[config.mk]
export PLATFORM = sky130hd
export DESIGN_NAME = sha256_hash_engine_unit
export DESIGN_NICKNAME = d
export VERILOG_FILES = /design/src/sv/sha_pkg.sv /design/src/sv/sha_front.sv /design/src/sv/sha_back.sv /design/src/sv/sha256_hash_engine_unit.sv
export SDC_FILE = /design/constraint.sdc
export NUM_CORES = 2
export LEC_CHECK = 0
export BUFFER_PORTS_ARGS = -buffer_cell sky130_fd_sc_hd__buf_2
export CORE_AREA = 2 2 396 398
export CTS_CLUSTER_DIAMETER = 100
export DETAILED_ROUTE_END_ITERATION = 7
export DIE_AREA = 0 0 398 400
export PLACE_DENSITY = 0.82
export REMOVE_ABC_BUFFERS = 1
export SYNTH_ARGS = -nofsm -noshare
export SYNTH_HDL_FRONTEND = slang
export SYNTH_SLANG_ARGS = --single-unit
[constraint.sdc]
create_clock -name clk -period 55.4 [get_ports clk]
set_input_delay 11.08 -clock clk [delete_from_list [all_inputs] [get_ports clk]]
set_output_delay 11.08 -clock clk [all_outputs]
set_load 0.05 [all_outputs]
[src/sv/sha_pkg.sv]
`timescale 1ns / 1ps
`default_nettype none
// ----------------------------------------------------------------------------
// sha_pkg
// shared types, constants and round functions of the sha-256 engine
// ----------------------------------------------------------------------------
package sha_pkg;

	localparam int unsigned QueueDepth = 2;

	localparam logic [7:0] PadByte = 8'h80;

	typedef struct packed {
		logic [31:0] word;
		logic [2:0]  nbytes;
		logic        last;
	} sha_req_t;

	typedef enum logic [2:0] {
		ST_IDLE,
		ST_BYTES,
		ST_PAD,
		ST_ROUND,
		ST_FOLD,
		ST_EMIT
	} sha_state_t;

	localparam logic [255:0] InitHash = {
		32'h5BE0CD19, 32'h1F83D9AB, 32'h9B05688C, 32'h510E527F,
		32'hA54FF53A, 32'h3C6EF372, 32'hBB67AE85, 32'h6A09E667
	};

	function automatic logic [31:0] init_word(input logic [2:0] idx);
		init_word = InitHash[idx*32 +: 32];
	endfunction

	function automatic logic [31:0] round_k(input logic [5:0] r);
		logic [31:0] k [64];
		k = '{
			32'h428A2F98, 32'h71374491, 32'hB5C0FBCF, 32'hE9B5DBA5,
			32'h3956C25B, 32'h59F111F1, 32'h923F82A4, 32'hAB1C5ED5,
			32'hD807AA98, 32'h12835B01, 32'h243185BE, 32'h550C7DC3,
			32'h72BE5D74, 32'h80DEB1FE, 32'h9BDC06A7, 32'hC19BF174,
			32'hE49B69C1, 32'hEFBE4786, 32'h0FC19DC6, 32'h240CA1CC,
			32'h2DE92C6F, 32'h4A7484AA, 32'h5CB0A9DC, 32'h76F988DA,
			32'h983E5152, 32'hA831C66D, 32'hB00327C8, 32'hBF597FC7,
			32'hC6E00BF3, 32'hD5A79147, 32'h06CA6351, 32'h14292967,
			32'h27B70A85, 32'h2E1B2138, 32'h4D2C6DFC, 32'h53380D13,
			32'h650A7354, 32'h766A0ABB, 32'h81C2C92E, 32'h92722C85,
			32'hA2BFE8A1, 32'hA81A664B, 32'hC24B8B70, 32'hC76C51A3,
			32'hD192E819, 32'hD6990624, 32'hF40E3585, 32'h106AA070,
			32'h19A4C116, 32'h1E376C08, 32'h2748774C, 32'h34B0BCB5,
			32'h391C0CB3, 32'h4ED8AA4A, 32'h5B9CCA4F, 32'h682E6FF3,
			32'h748F82EE, 32'h78A5636F, 32'h84C87814, 32'h8CC70208,
			32'h90BEFFFA, 32'hA4506CEB, 32'hBEF9A3F7, 32'hC67178F2
		};
		round_k = k[r];
	endfunction

	function automatic logic [31:0] rotr(input logic [31:0] x, input int unsigned n);
		rotr = (x >> n) | (x << (32 - n));
	endfunction

endpackage
`default_nettype wire

[src/sv/sha_front.sv]
`timescale 1ns / 1ps
`default_nettype none
// ----------------------------------------------------------------------------
// sha_front
// input stage and request queue, clamps byte count and drops empty non-last
// ----------------------------------------------------------------------------
module sha_front
	import sha_pkg::*;
#(
	parameter int unsigned DEPTH = QueueDepth
) (
	input  wire logic        clk,
	input  wire logic        arst_n,
	input  wire logic        s_tvalid,
	output logic             s_tready,
	input  wire logic [31:0] s_tdata,   // msg_word
	input  wire logic [2:0]  s_tuser,   // valid_bytes
	input  wire logic        s_tlast,   // last_word
	output logic             q_valid,
	input  wire logic        q_pop,
	output sha_req_t         q_req
);
	localparam int unsigned AW = (DEPTH > 1) ? $clog2(DEPTH) : 1;
	localparam int unsigned CW = $clog2(DEPTH + 1);

	sha_req_t    mem_q [DEPTH];
	logic [AW-1:0] wr_q, rd_q;
	logic [CW-1:0] cnt_q;
	logic push, keep;
	sha_req_t in_req;

	assign s_tready = (cnt_q != CW'(DEPTH));
	assign keep = s_tlast || (s_tuser != 3'd0);
	assign push = s_tvalid && s_tready && keep;
	always_comb begin
		in_req.word   = s_tdata;
		in_req.nbytes = (s_tuser > 3'd4) ? 3'd4 : s_tuser;
		in_req.last   = s_tlast;
	end
	assign q_valid = (cnt_q != '0);
	assign q_req = mem_q[rd_q];

	always_ff @(posedge clk) begin
		if (push) mem_q[wr_q] <= in_req;
	end

	always_ff @(posedge clk or negedge arst_n) begin
		if (!arst_n) begin
			wr_q <= '0;
			rd_q <= '0;
			cnt_q <= '0;
		end else begin
			if (push) wr_q <= (wr_q == AW'(DEPTH - 1)) ? '0 : wr_q + 1'b1;
			if (q_pop) rd_q <= (rd_q == AW'(DEPTH - 1)) ? '0 : rd_q + 1'b1;
			cnt_q <= cnt_q + CW'(push) - CW'(q_pop);
		end
	end

	a_no_overflow: assert property (@(posedge clk) disable iff (!arst_n)
		(cnt_q == CW'(DEPTH)) |-> !push) else $error("queue overflow");
	a_no_underflow: assert property (@(posedge clk) disable iff (!arst_n)
		q_pop |-> q_valid) else $error("queue underflow");
	a_count_empty: assert property (@(posedge clk) disable iff (!arst_n)
		(cnt_q == '0) |-> (wr_q == rd_q)) else $error("queue pointers");
endmodule
`default_nettype wire

[src/sv/sha_back.sv]
`timescale 1ns / 1ps
`default_nettype none
// ----------------------------------------------------------------------------
// sha_back
// byte packer, padding sequencer, 64-round compressor and digest output
// ----------------------------------------------------------------------------
module sha_back
	import sha_pkg::*;
(
	input  wire logic        clk,
	input  wire logic        arst_n,
	input  wire logic        q_valid,
	output logic             q_pop,
	input  wire sha_req_t    q_req,
	output logic             m_tvalid,
	input  wire logic        m_tready,
	output logic [31:0]      m_tdata,   // digest_word
	output logic [2:0]       m_tuser,   // word_index
	output logic             m_tlast    // digest_last
);
	sha_state_t state_q, state_d;
	sha_req_t   cur_q;
	logic [1:0] bi_q;
	logic [63:0] bits_q;
	logic [63:0] len_q;
	logic [5:0] fill_q;
	logic [5:0] rnd_q;
	logic [3:0] padi_q;
	logic       padlen_q;
	logic [31:0] blk_q [16];
	logic [31:0] w_q [16];
	logic [31:0] h_q [8];
	logic [31:0] v_q [8];
	logic [2:0] oi_q;

	logic [7:0] byte_d, pad_byte;
	logic [31:0] wt, s0, s1, t1, t2, wnew;
	logic [3:0] widx;
	logic byte_go, pad_go, block_full, bytes_done;

	assign byte_d = cur_q.word[(3 - bi_q)*8 +: 8];
	assign pad_byte = padlen_q ? len_q[(7 - padi_q[2:0])*8 +: 8] :
		(padi_q == 4'd0 ? PadByte : 8'h00);
	assign byte_go = (state_q == ST_BYTES);
	assign pad_go = (state_q == ST_PAD);
	assign block_full = (fill_q == 6'd63);
	assign bytes_done = ({1'b0, bi_q} + 3'd1 == cur_q.nbytes);

	always_comb begin
		s0 = rotr(w_q[1], 7) ^ rotr(w_q[1], 18) ^ (w_q[1] >> 3);
		s1 = rotr(w_q[14], 17) ^ rotr(w_q[14], 19) ^ (w_q[14] >> 10);
		wnew = w_q[0] + s0 + w_q[9] + s1;
		wt = (rnd_q < 6'd16) ? w_q[0] : wnew;
		t1 = v_q[7] + (rotr(v_q[4], 6) ^ rotr(v_q[4], 11) ^ rotr(v_q[4], 25))
			+ ((v_q[4] & v_q[5]) ^ (~v_q[4] & v_q[6])) + round_k(rnd_q) + wt;
		t2 = (rotr(v_q[0], 2) ^ rotr(v_q[0], 13) ^ rotr(v_q[0], 22))
			+ ((v_q[0] & v_q[1]) ^ (v_q[0] & v_q[2]) ^ (v_q[1] & v_q[2]));
		widx = fill_q[5:2];
	end

	always_comb begin
		state_d = state_q;
		unique case (state_q)
			ST_IDLE: if (q_valid) state_d = (q_req.nbytes == 3'd0) ? ST_PAD : ST_BYTES;
			ST_BYTES: begin
				if (block_full) state_d = ST_ROUND;
				else if (bytes_done) state_d = cur_q.last ? ST_PAD : ST_IDLE;
			end
			ST_PAD: begin
				if (block_full) state_d = ST_ROUND;
			end
			ST_ROUND: if (rnd_q == 6'd63) state_d = ST_FOLD;
			ST_FOLD: begin
				if (bi_q == 2'd0 && !padlen_q && padi_q == 4'd0 && !cur_q.last)
					state_d = ST_IDLE;
				else if (padlen_q && padi_q == 4'd8) state_d = ST_EMIT;
				else if (bi_q != 2'd0) state_d = ST_BYTES;
				else if (padi_q != 4'd0 || padlen_q) state_d = ST_PAD;
				else if (cur_q.last) state_d = ST_PAD;
				else state_d = ST_IDLE;
			end
			ST_EMIT: if (m_tready && oi_q == 3'd7) state_d = ST_IDLE;
			default: state_d = ST_IDLE;
		endcase
	end

	always_comb begin
		q_pop = (state_q == ST_IDLE) && q_valid;
		m_tvalid = (state_q == ST_EMIT);
		m_tdata = h_q[oi_q];
		m_tuser = oi_q;
		m_tlast = (oi_q == 3'd7);
	end

	always_ff @(posedge clk) begin
		if (q_pop) cur_q <= q_req;
		if (byte_go || pad_go)
			blk_q[widx][(3 - fill_q[1:0])*8 +: 8] <= byte_go ? byte_d : pad_byte;
		if (state_q == ST_ROUND) begin
			v_q[7] <= v_q[6]; v_q[6] <= v_q[5]; v_q[5] <= v_q[4];
			v_q[4] <= v_q[3] + t1;
			v_q[3] <= v_q[2]; v_q[2] <= v_q[1]; v_q[1] <= v_q[0];
			v_q[0] <= t1 + t2;
			for (int i = 0; i < 15; i++) w_q[i] <= w_q[i+1];
			w_q[15] <= wt;
		end
		if ((byte_go || pad_go) && block_full) begin
			for (int i = 0; i < 15; i++) w_q[i] <= blk_q[i];
			w_q[15] <= {blk_q[15][31:8], byte_go ? byte_d : pad_byte};
			for (int i = 0; i < 8; i++) v_q[i] <= h_q[i];
		end
	end

	always_ff @(posedge clk or negedge arst_n) begin
		if (!arst_n) begin
			state_q <= ST_IDLE;
			bi_q <= '0;
			bits_q <= '0;
			len_q <= '0;
			fill_q <= '0;
			rnd_q <= '0;
			padi_q <= '0;
			padlen_q <= 1'b0;
			oi_q <= '0;
			for (int i = 0; i < 8; i++) h_q[i] <= init_word(3'(i));
		end else begin
			state_q <= state_d;
			if (q_pop) begin
				bi_q <= '0;
				padi_q <= '0;
				padlen_q <= 1'b0;
				if (q_req.nbytes == 3'd0) len_q <= bits_q;
			end
			if (byte_go) begin
				fill_q <= fill_q + 6'd1;
				bits_q <= bits_q + 64'd8;
				if (bytes_done) begin
					bi_q <= '0;
					len_q <= bits_q + 64'd8;
				end else bi_q <= bi_q + 2'd1;
			end
			if (pad_go) begin
				fill_q <= fill_q + 6'd1;
				if (padlen_q) padi_q <= padi_q + 4'd1;
				else if (fill_q == 6'd55) begin
					padlen_q <= 1'b1;
					padi_q <= '0;
				end else padi_q <= 4'd1;
			end
			if (state_q == ST_ROUND) rnd_q <= rnd_q + 6'd1;
			if (state_q == ST_FOLD) begin
				for (int i = 0; i < 8; i++) h_q[i] <= h_q[i] + v_q[i];
			end
			if (state_q == ST_EMIT && m_tready) begin
				oi_q <= oi_q + 3'd1;
				if (oi_q == 3'd7) begin
					for (int i = 0; i < 8; i++) h_q[i] <= init_word(3'(i));
					bits_q <= '0;
					fill_q <= '0;
				end
			end
		end
	end

	a_emit_whole: assert property (@(posedge clk) disable iff (!arst_n)
		(state_q == ST_EMIT && m_tready && oi_q == 3'd7) |=> (state_q == ST_IDLE))
		else $error("digest end");
	a_round_wrap: assert property (@(posedge clk) disable iff (!arst_n)
		(state_q == ST_ROUND && rnd_q == 6'd63) |=> (state_q == ST_FOLD && rnd_q == 6'd0))
		else $error("round count");
	a_pop_idle: assert property (@(posedge clk) disable iff (!arst_n)
		q_pop |-> (state_q == ST_IDLE)) else $error("pop while busy");
endmodule
`default_nettype wire

[src/sv/sha256_hash_engine_unit.sv]
`timescale 1ns / 1ps
`default_nettype none
// ----------------------------------------------------------------------------
// sha256_hash_engine_unit
// sha-256 over big-endian words, eight digest words per message
// ----------------------------------------------------------------------------
// channel  dir  tdata        tuser        tlast
// s_*      in   msg_word     valid_bytes  last_word
// m_*      out  digest_word  word_index   digest_last
// each word is popped from the queue, then packed into the block a byte at a time
// each full block runs through the rounds, then a fold into the hash
// padding is written a byte at a time, then 8 output requests
// asynchronous reset loads the initial hash values, no clearing pass
// a two-entry request queue absorbs input while the back end works
// ----------------------------------------------------------------------------
module sha256_hash_engine_unit
	import sha_pkg::*;
#(
	parameter int unsigned QUEUE_DEPTH = QueueDepth
) (
	input  wire logic        clk,
	input  wire logic        arst_n,
	input  wire logic        s_tvalid,
	output logic             s_tready,
	input  wire logic [31:0] s_tdata,   // msg_word
	input  wire logic [2:0]  s_tuser,   // valid_bytes
	input  wire logic        s_tlast,   // last_word
	output logic             m_tvalid,
	input  wire logic        m_tready,
	output logic [31:0]      m_tdata,   // digest_word
	output logic [2:0]       m_tuser,   // word_index
	output logic             m_tlast    // digest_last
);
	logic q_valid, q_pop;
	sha_req_t q_req;

	sha_front #(.DEPTH(QUEUE_DEPTH)) u_front (
		.clk, .arst_n, .s_tvalid, .s_tready, .s_tdata, .s_tuser, .s_tlast,
		.q_valid, .q_pop, .q_req
	);

	sha_back u_back (
		.clk, .arst_n, .q_valid, .q_pop, .q_req,
		.m_tvalid, .m_tready, .m_tdata, .m_tuser, .m_tlast
	);
endmodule
`default_nettype wire

After elaboration in Yosys (flattened, before gate mapping):

Memory sizes are Yosys's and may differ from the RTL's.
Cells that the tools add are included.

* bits in registers: 449
* bits in latches: 0
* bits in writable memories: 1352
* bits in read-only memories: 2048
* input bits: 40
* memories kept: 5

* add/sub/neg operators: 33
* $mul: 0
* divide/modulo/power cells: 0
* magnitude comparators: 4
* equality and inequality tests: 17
* shift-type cells: 4
* multiplexer cells: 82
* bitwise gates (word level): 53
* reduce and logical (&&, ||, !) cells: 26

Memories
* (name not given): words 64, bits a word 32, rd ports 1, clocked after Yosys merged registers in 0, wr ports 0, line sha_pkg.sv:57 `round_k = k[r];`
* u_back.blk_q: words 16, bits a word 32, rd ports 16, clocked after Yosys merged registers in 0, wr ports 1, line sha_back.sv:30 `logic [31:0] blk_q [16];`
* u_back.w_q: words 16, bits a word 32, rd ports 16, clocked after Yosys merged registers in 0, wr ports 16, line sha_back.sv:31 `logic [31:0] w_q [16];`
* u_back.v_q: words 8, bits a word 32, rd ports 8, clocked after Yosys merged registers in 0, wr ports 8, line sha_back.sv:33 `logic [31:0] v_q [8];`
* u_front.mem_q: words 2, bits a word 36, rd ports 1, clocked after Yosys merged registers in 0, wr ports 1, line sha_front.sv:26 `sha_req_t mem_q [DEPTH];`

Operator list (number)
* $mux W32: 30
* $mux W256: 3
* $add A32 B32 Y32: 18
* $mux W64: 7
* $xor A32 B32 Y32: 9
* $and A32 B32 Y32: 5
* $bmux W32 S3: 1
* $add A64 B4 Y64 const B: 1
* $shiftx A64 B33 Y8: 1
* $neg A32 Y34: 1
* $shift A8 B34 Y32 const A: 1
* $shiftx A8 B34 Y32: 1
* $mux W3: 11
* $shiftx A32 B33 Y8: 1
* $not A32 Y32: 1
* $or A10 B32 Y32: 1
* $or A13 B32 Y32: 1
* $or A14 B32 Y32: 1
* $or A15 B32 Y32: 1
* $or A19 B32 Y32: 1
* $or A21 B32 Y32: 1
* $or A25 B32 Y32: 1
* $or A26 B32 Y32: 1
* $or A30 B32 Y32: 1
* other kinds (45): 119

Logic depth before layout (Yosys ltp):

An unclocked memory read counts as a cell.

* depth after elaboration: 11
* depth in mapped cells: 44

Hierarchy:

A second synthesis with hierarchy kept.

* cell total of the unflattened synthesis: 9533
* area, all modules: 99539.2 µm²

By module, submodules not included
* sha_back: instances 1, cells an instance 9400, area each 96719.0 µm², seq. area each 49607.6 µm²
* sha_front: instances 1, cells an instance 133, area each 2820.2 µm², seq. area each 2262.2 µm²

Least setup slack after synthesis:

OpenSTA, ideal clock, no wires.

* path kind: reg-to-reg
* start point: register u_back.state_q[1]
* end point: memory u_back.v_q[0][0], enable pin
* setup time: 5.315 ns
* arrival time: 14.240 ns
* required time: 50.085 ns
* slack: 35.845 ns
* cell stages (with the launch flop): 10
* buffers on the path: 4
* cells stage by stage: dfrtp_1 -> buf_2 -> xnor2_1 -> nor2_1 -> nand2_1 -> or2_2 -> clkbuf_1 -> clkbuf_1 -> clkbuf_1 -> nand2_1

RTL lines
* from (decl): line sha_back.sv:21 `sha_state_t state_q, state_d;`
* from (signal assigned): line sha_back.sv:127 `state_q <= state_d;`
* to (decl): line sha_back.sv:33

Worst setup path after layout:

* start point: register u_back.oi_q[0], in the netlist u_back.m_tuser[0]
* end point: output m_tdata[5]

* cells in the longest elaborated chain, start to end: 4

RTL lines
* from (decl): line sha_back.sv:34 `logic [2:0] oi_q;`
* from (signal assigned): line sha_back.sv:155 `oi_q <= oi_q + 3'd1;`
* $not A3 Y4 (implied by the code): line sha_back.sv:90 `m_tdata = h_q[oi_q];`
* $bmux W32 S3: line sha_back.sv:90
* $mux W32 (implied by the code) (2 in series): line sha_back.sv:90
* to (decl): line sha256_hash_engine_unit.sv:30 `output logic [31:0] m_tdata,`

Every way passes these cells. The select of a mux whose other input is x is not followed.

==> metrics list <==
* Number of stages on the worst hold path: 2
* Routed Antenna Nets: 0
- Final HPWL DP: 205000 um
- Initial antenna violation count: 6
- Across the routed clock network, the largest skew measured is 0.0612 ns.
* Total wirelength of the detailed-routed design: 298000 um
- The synthesized design contains 1380 enable-type register cells.
* Type of the worst setup path: reg -> out
- Of the cells placed in the final design, the portion with a size suffix greater than 1 is 0.0906.
- During synthesis, Yosys emitted a total of 0 warnings.
* Proportion of synthesized chip area in sequential cells: 0.518
- DRC violation total after the first TritonRoute iteration: 9575
* Syn Std Cell Area: 100000 um2
- After synthesis, the share of flip-flops with an asynchronous set or reset is 0.229.
- Synth Flop Type: sky130_fd_sc_hd__edfxtp_1
- The area growth from synthesis to layout is 8.15%.
- Die Height: 400 um
- Switching part of the total power: 0.212
* Die Footprint: 159000 um2
* Mean routed wirelength per cell: 25.3 um
- STA classifies the critical path startpoint as a flop.
- Cell taking the most area after synthesis: sky130_fd_sc_hd__edfxtp_1
- Crit. path cell count: 4
* CTS tree: yes
* Std-Cell Core Area: 155000 um2
- In this run the clock root is driven by a sky130_fd_sc_hd__clkbuf_16.
* Std cell rows: 145
- Violated checks: design-rule violations
- The number of setup buffers added after CTS is 0.
- The count of endpoints failing hold in the final timing report is 0.
- Number of sinks on the clock net: 1790
- For this design, the slowest cell found on the critical path is sky130_fd_sc_hd__dfrtp_4.
* Max IR drop VDD: 0.0320 mV
- Register share of total power: 0.536
* Worst-Margin Slew: 1.44 ns
- Area of combinational cells with multiple inputs: 45200 um2
- Post-Synthesis Cells: 9649
- Number of design rule violations left after detail routing: 3
- At the later pin of the worst-skew pair, clock insertion delay measures 0.87 ns.
* Power spent charging and discharging nets: 575 uW
* Number of global-route vias before repair: 74210
* Slew margin rel.: 0.0392
- Int Power: 2.13 mW
- In this run the tool buffered the top-level ports with 77 buffer cells.
- Final critical-path share of the clock period: 0.270
- Worst EP arrival: 3.89 ns
* Vias: 75910
* Num ports: 78
* Number of distinct standard cells referenced by the synthesized netlist: 106
* Slowest Stage Delay on Critical Path: 0.95 ns
- Maximum clock path buffer count: 3
* Fill cells: 10850
- Fmax: 66.8 MHz
- Clk slew on worst S/H paths: 0.07 ns
- Setup-violating endpoint count in the final report: 0
* Clock power frac: 0.454
- Max cap viols: 0
* Max-slew violations: 0
* Storage cell area: 51900 um2
* Crit path buffers/inverters: 2
* Share of the synthesized area in the top cell type: 0.414
- Initial Util: 0.646
- Measured in cells, the most critical reg-to-reg path has a length of 40.
- Counting the buffers created by CTS gives 181.
- Wire length of the first global-routing pass: 447000 um
- All-layer global routing usage: 0.372
* Required time at the worst-slack endpoint: 44.32 ns
- Routability-driven placement finished with a final weighted congestion of 1.02.
- In this run the worst path has a maximum fanout of 34.
- Of the total power, combinational logic draws 0.010.
* Detailed Routing Iterations Pass 1: 8
* Number of H-tree levels: 4
* Standby leakage power: 43.2 nW
- Summed over all failing endpoints, the final setup total negative slack is 0 ns.
- In this run, post-CTS repair resized a total of 0 instances.
- Post-layout net count: 10195
- Setup repair after global routing left no endpoint under its margin.
* Utilization after layout: 0.698
- Vias per cell: 6.46
- PwrDens: 25.0 nW/um2
- Kind of cell adding the most delay to the critical path: multiplexers
* Status: complete, but fails checks
- X dimension of the die: 398 um
* Critical Path End Type: output port
- Entering global routing, the biggest net connects 176 pins.
- Subtracting the final worst setup slack from the clock period gives 14.97 ns.
* Synthesized area per cell: 10.4 um2
- Number of buffers inserted for hold repair after clock tree synthesis: 0
- Walking the worst path, the cells encountered are buf_4 -> mux4_2 -> mux2_2 -> buf_2.
- Synthesis inferred 1790 register bits.
- Worst hold path class: reg -> reg
- Top cells by area, synth: sky130_fd_sc_hd__edfxtp_1, sky130_fd_sc_hd__nand2_1, sky130_fd_sc_hd__dfrtp_1, sky130_fd_sc_hd__ha_1, sky130_fd_sc_hd__fa_1
- Grt ovf: 0
-- area by class of cell --
cell class / instances / share of cell area
Inverter: 365 / 0.0126
Antenna cell: 5 / 0.000116
Tap cell: 2058 / 0.0238
Clock buffer: 236 / 0.0455
Multi-Input combinational cell: 7013 / 0.417
Clock inverter: 98 / 0.00973
Sequential cell: 1790 / 0.479
Timing Repair Buffer: 192 / 0.0122
-- stage by stage --
step           hold WS, ns  instance area [um2]  setup WS, ns  power, mW  std cells
4_1_cts              0.487               108000         40.39       2.71      11752
3_3_place_gp         0.484               102000         41.31       1.50      11418
5_1_grt              0.508               108000         40.30       2.77      11754
2_1_floorplan        0.460                98300         21.79       1.49       9168
6_report             0.492               108000         40.43       2.71      11757
3_5_place_dp         0.490               102000         41.29       1.51      11418
-- tightest hold or removal path: cells and delay by family, from the launching register on --
family	cells	cell delay, ns
DFF	1	0.32
and+or+nand+nor	2	0.09
-- power by group through the flow --
stage               sequential [mW]  clock, mW  combinational (mW)
floorplan                      1.48          0              0.0129
global placement               1.48          0              0.0265
detailed placement             1.48          0              0.0278
CTS                            1.45       1.23              0.0281
global route                   1.45       1.29              0.0298
finish                         1.45       1.23              0.0274
-- cell usage after synthesis (all sizes together) (13+ instances only) --
library cell / n
a211oi: 57
nor3: 92
o21bai: 54
xor2: 196
a31oi: 41
dfstp: 136
o31ai: 40
xnor2: 400
maj3: 17
a21o: 200
nand2: 2591
nor2: 491
and3: 47
or2: 23
dfrtp: 274
edfxtp: 1380
nand4: 49
o21ai: 483
fa: 197
clkbuf: 425
mux4: 96
nand3: 157
ha: 415
inv: 363
buf: 56
mux2: 82
a21oi: 575
and2: 23
nand2b: 61
o21a: 50
o22ai: 21
mux2i: 60
or3: 65
nor2b: 51
a211o: 30
o211ai: 110
a311oi: 18
a22oi: 13
or4: 13
o311ai: 19
-- metal layers --
metal  routed length, um  global-route usage
met5                  57                   0
met2              139000               0.592
met3               30700              0.0725
met4               17700               0.198
met1              110000               0.487
-- layout by cell type (no fill, tap or decap), types with 110 or more instances in the layout --
| master | synthesis | layout |
|---|---|---|
| sky130_fd_sc_hd__inv_1 | 362 | 362 |
| sky130_fd_sc_hd__nand2_1 | 2590 | 2587 |
| sky130_fd_sc_hd__edfxtp_1 | 1380 | 1380 |
| sky130_fd_sc_hd__o211ai_1 | 110 | 110 |
| sky130_fd_sc_hd__dfrtp_1 | 274 | 268 |
| sky130_fd_sc_hd__dfstp_2 | 136 | 136 |
| sky130_fd_sc_hd__nor2_1 | 487 | 476 |
| sky130_fd_sc_hd__a21o_1 | 200 | 200 |
| sky130_fd_sc_hd__a21oi_1 | 571 | 571 |
| sky130_fd_sc_hd__ha_1 | 415 | 415 |
| sky130_fd_sc_hd__xor2_1 | 196 | 196 |
| sky130_fd_sc_hd__buf_4 | 0 | 110 |
| sky130_fd_sc_hd__fa_1 | 197 | 197 |
| sky130_fd_sc_hd__o21ai_0 | 470 | 470 |
| sky130_fd_sc_hd__xnor2_1 | 400 | 400 |
| sky130_fd_sc_hd__clkbuf_16 | 0 | 183 |
| sky130_fd_sc_hd__nand3_1 | 154 | 153 |
-- path summary, 6_finish.rpt --
kind                       slack (ns)                  to               start
min reg2reg                      0.49  u_back.w_q[1][194]  u_back.w_q[1][226]
max reg2reg                     43.87   u_back.v_q[0][31]  u_back.w_q[1][203]
max in group asynchronous       43.54     u_back.rnd_q[3]              arst_n
min                              0.49  u_back.w_q[1][194]  u_back.w_q[1][226]
min in group asynchronous       10.17     u_back.h_q[171]              arst_n
max                             40.43          m_tdata[5]   u_back.m_tuser[0]
-- logic make-up after synthesis --
group,after synthesis,synth area share
buf+inv,846,0.0319
simple gates,3706,0.153
compound gates,1844,0.115
fa+ha+maj,629,0.0929
flops,1790,0.518
xor+xnor,596,0.0521
mux,238,0.0368
-- flip-flops by register name, indices dropped and copies added, names as in the netlist --
name and flops:
u_back.rnd_q 6, u_back.w_q 512, u_back.bi_q 2, u_back.state_q 3
u_back.cur_q 36, u_back.m_tuser 3, u_back.len_q 64, u_front.wr_q 1
u_back.fill_q 6, u_back.padlen_q 1, u_back.padi_q 4, u_back.v_q 256
u_back.h_q 256, u_back.blk_q 504, u_back.bits_q 61, u_front.rd_q 1
u_front.mem_q 72, u_front.cnt_q 2
Power figures use the tool's default switching activity.
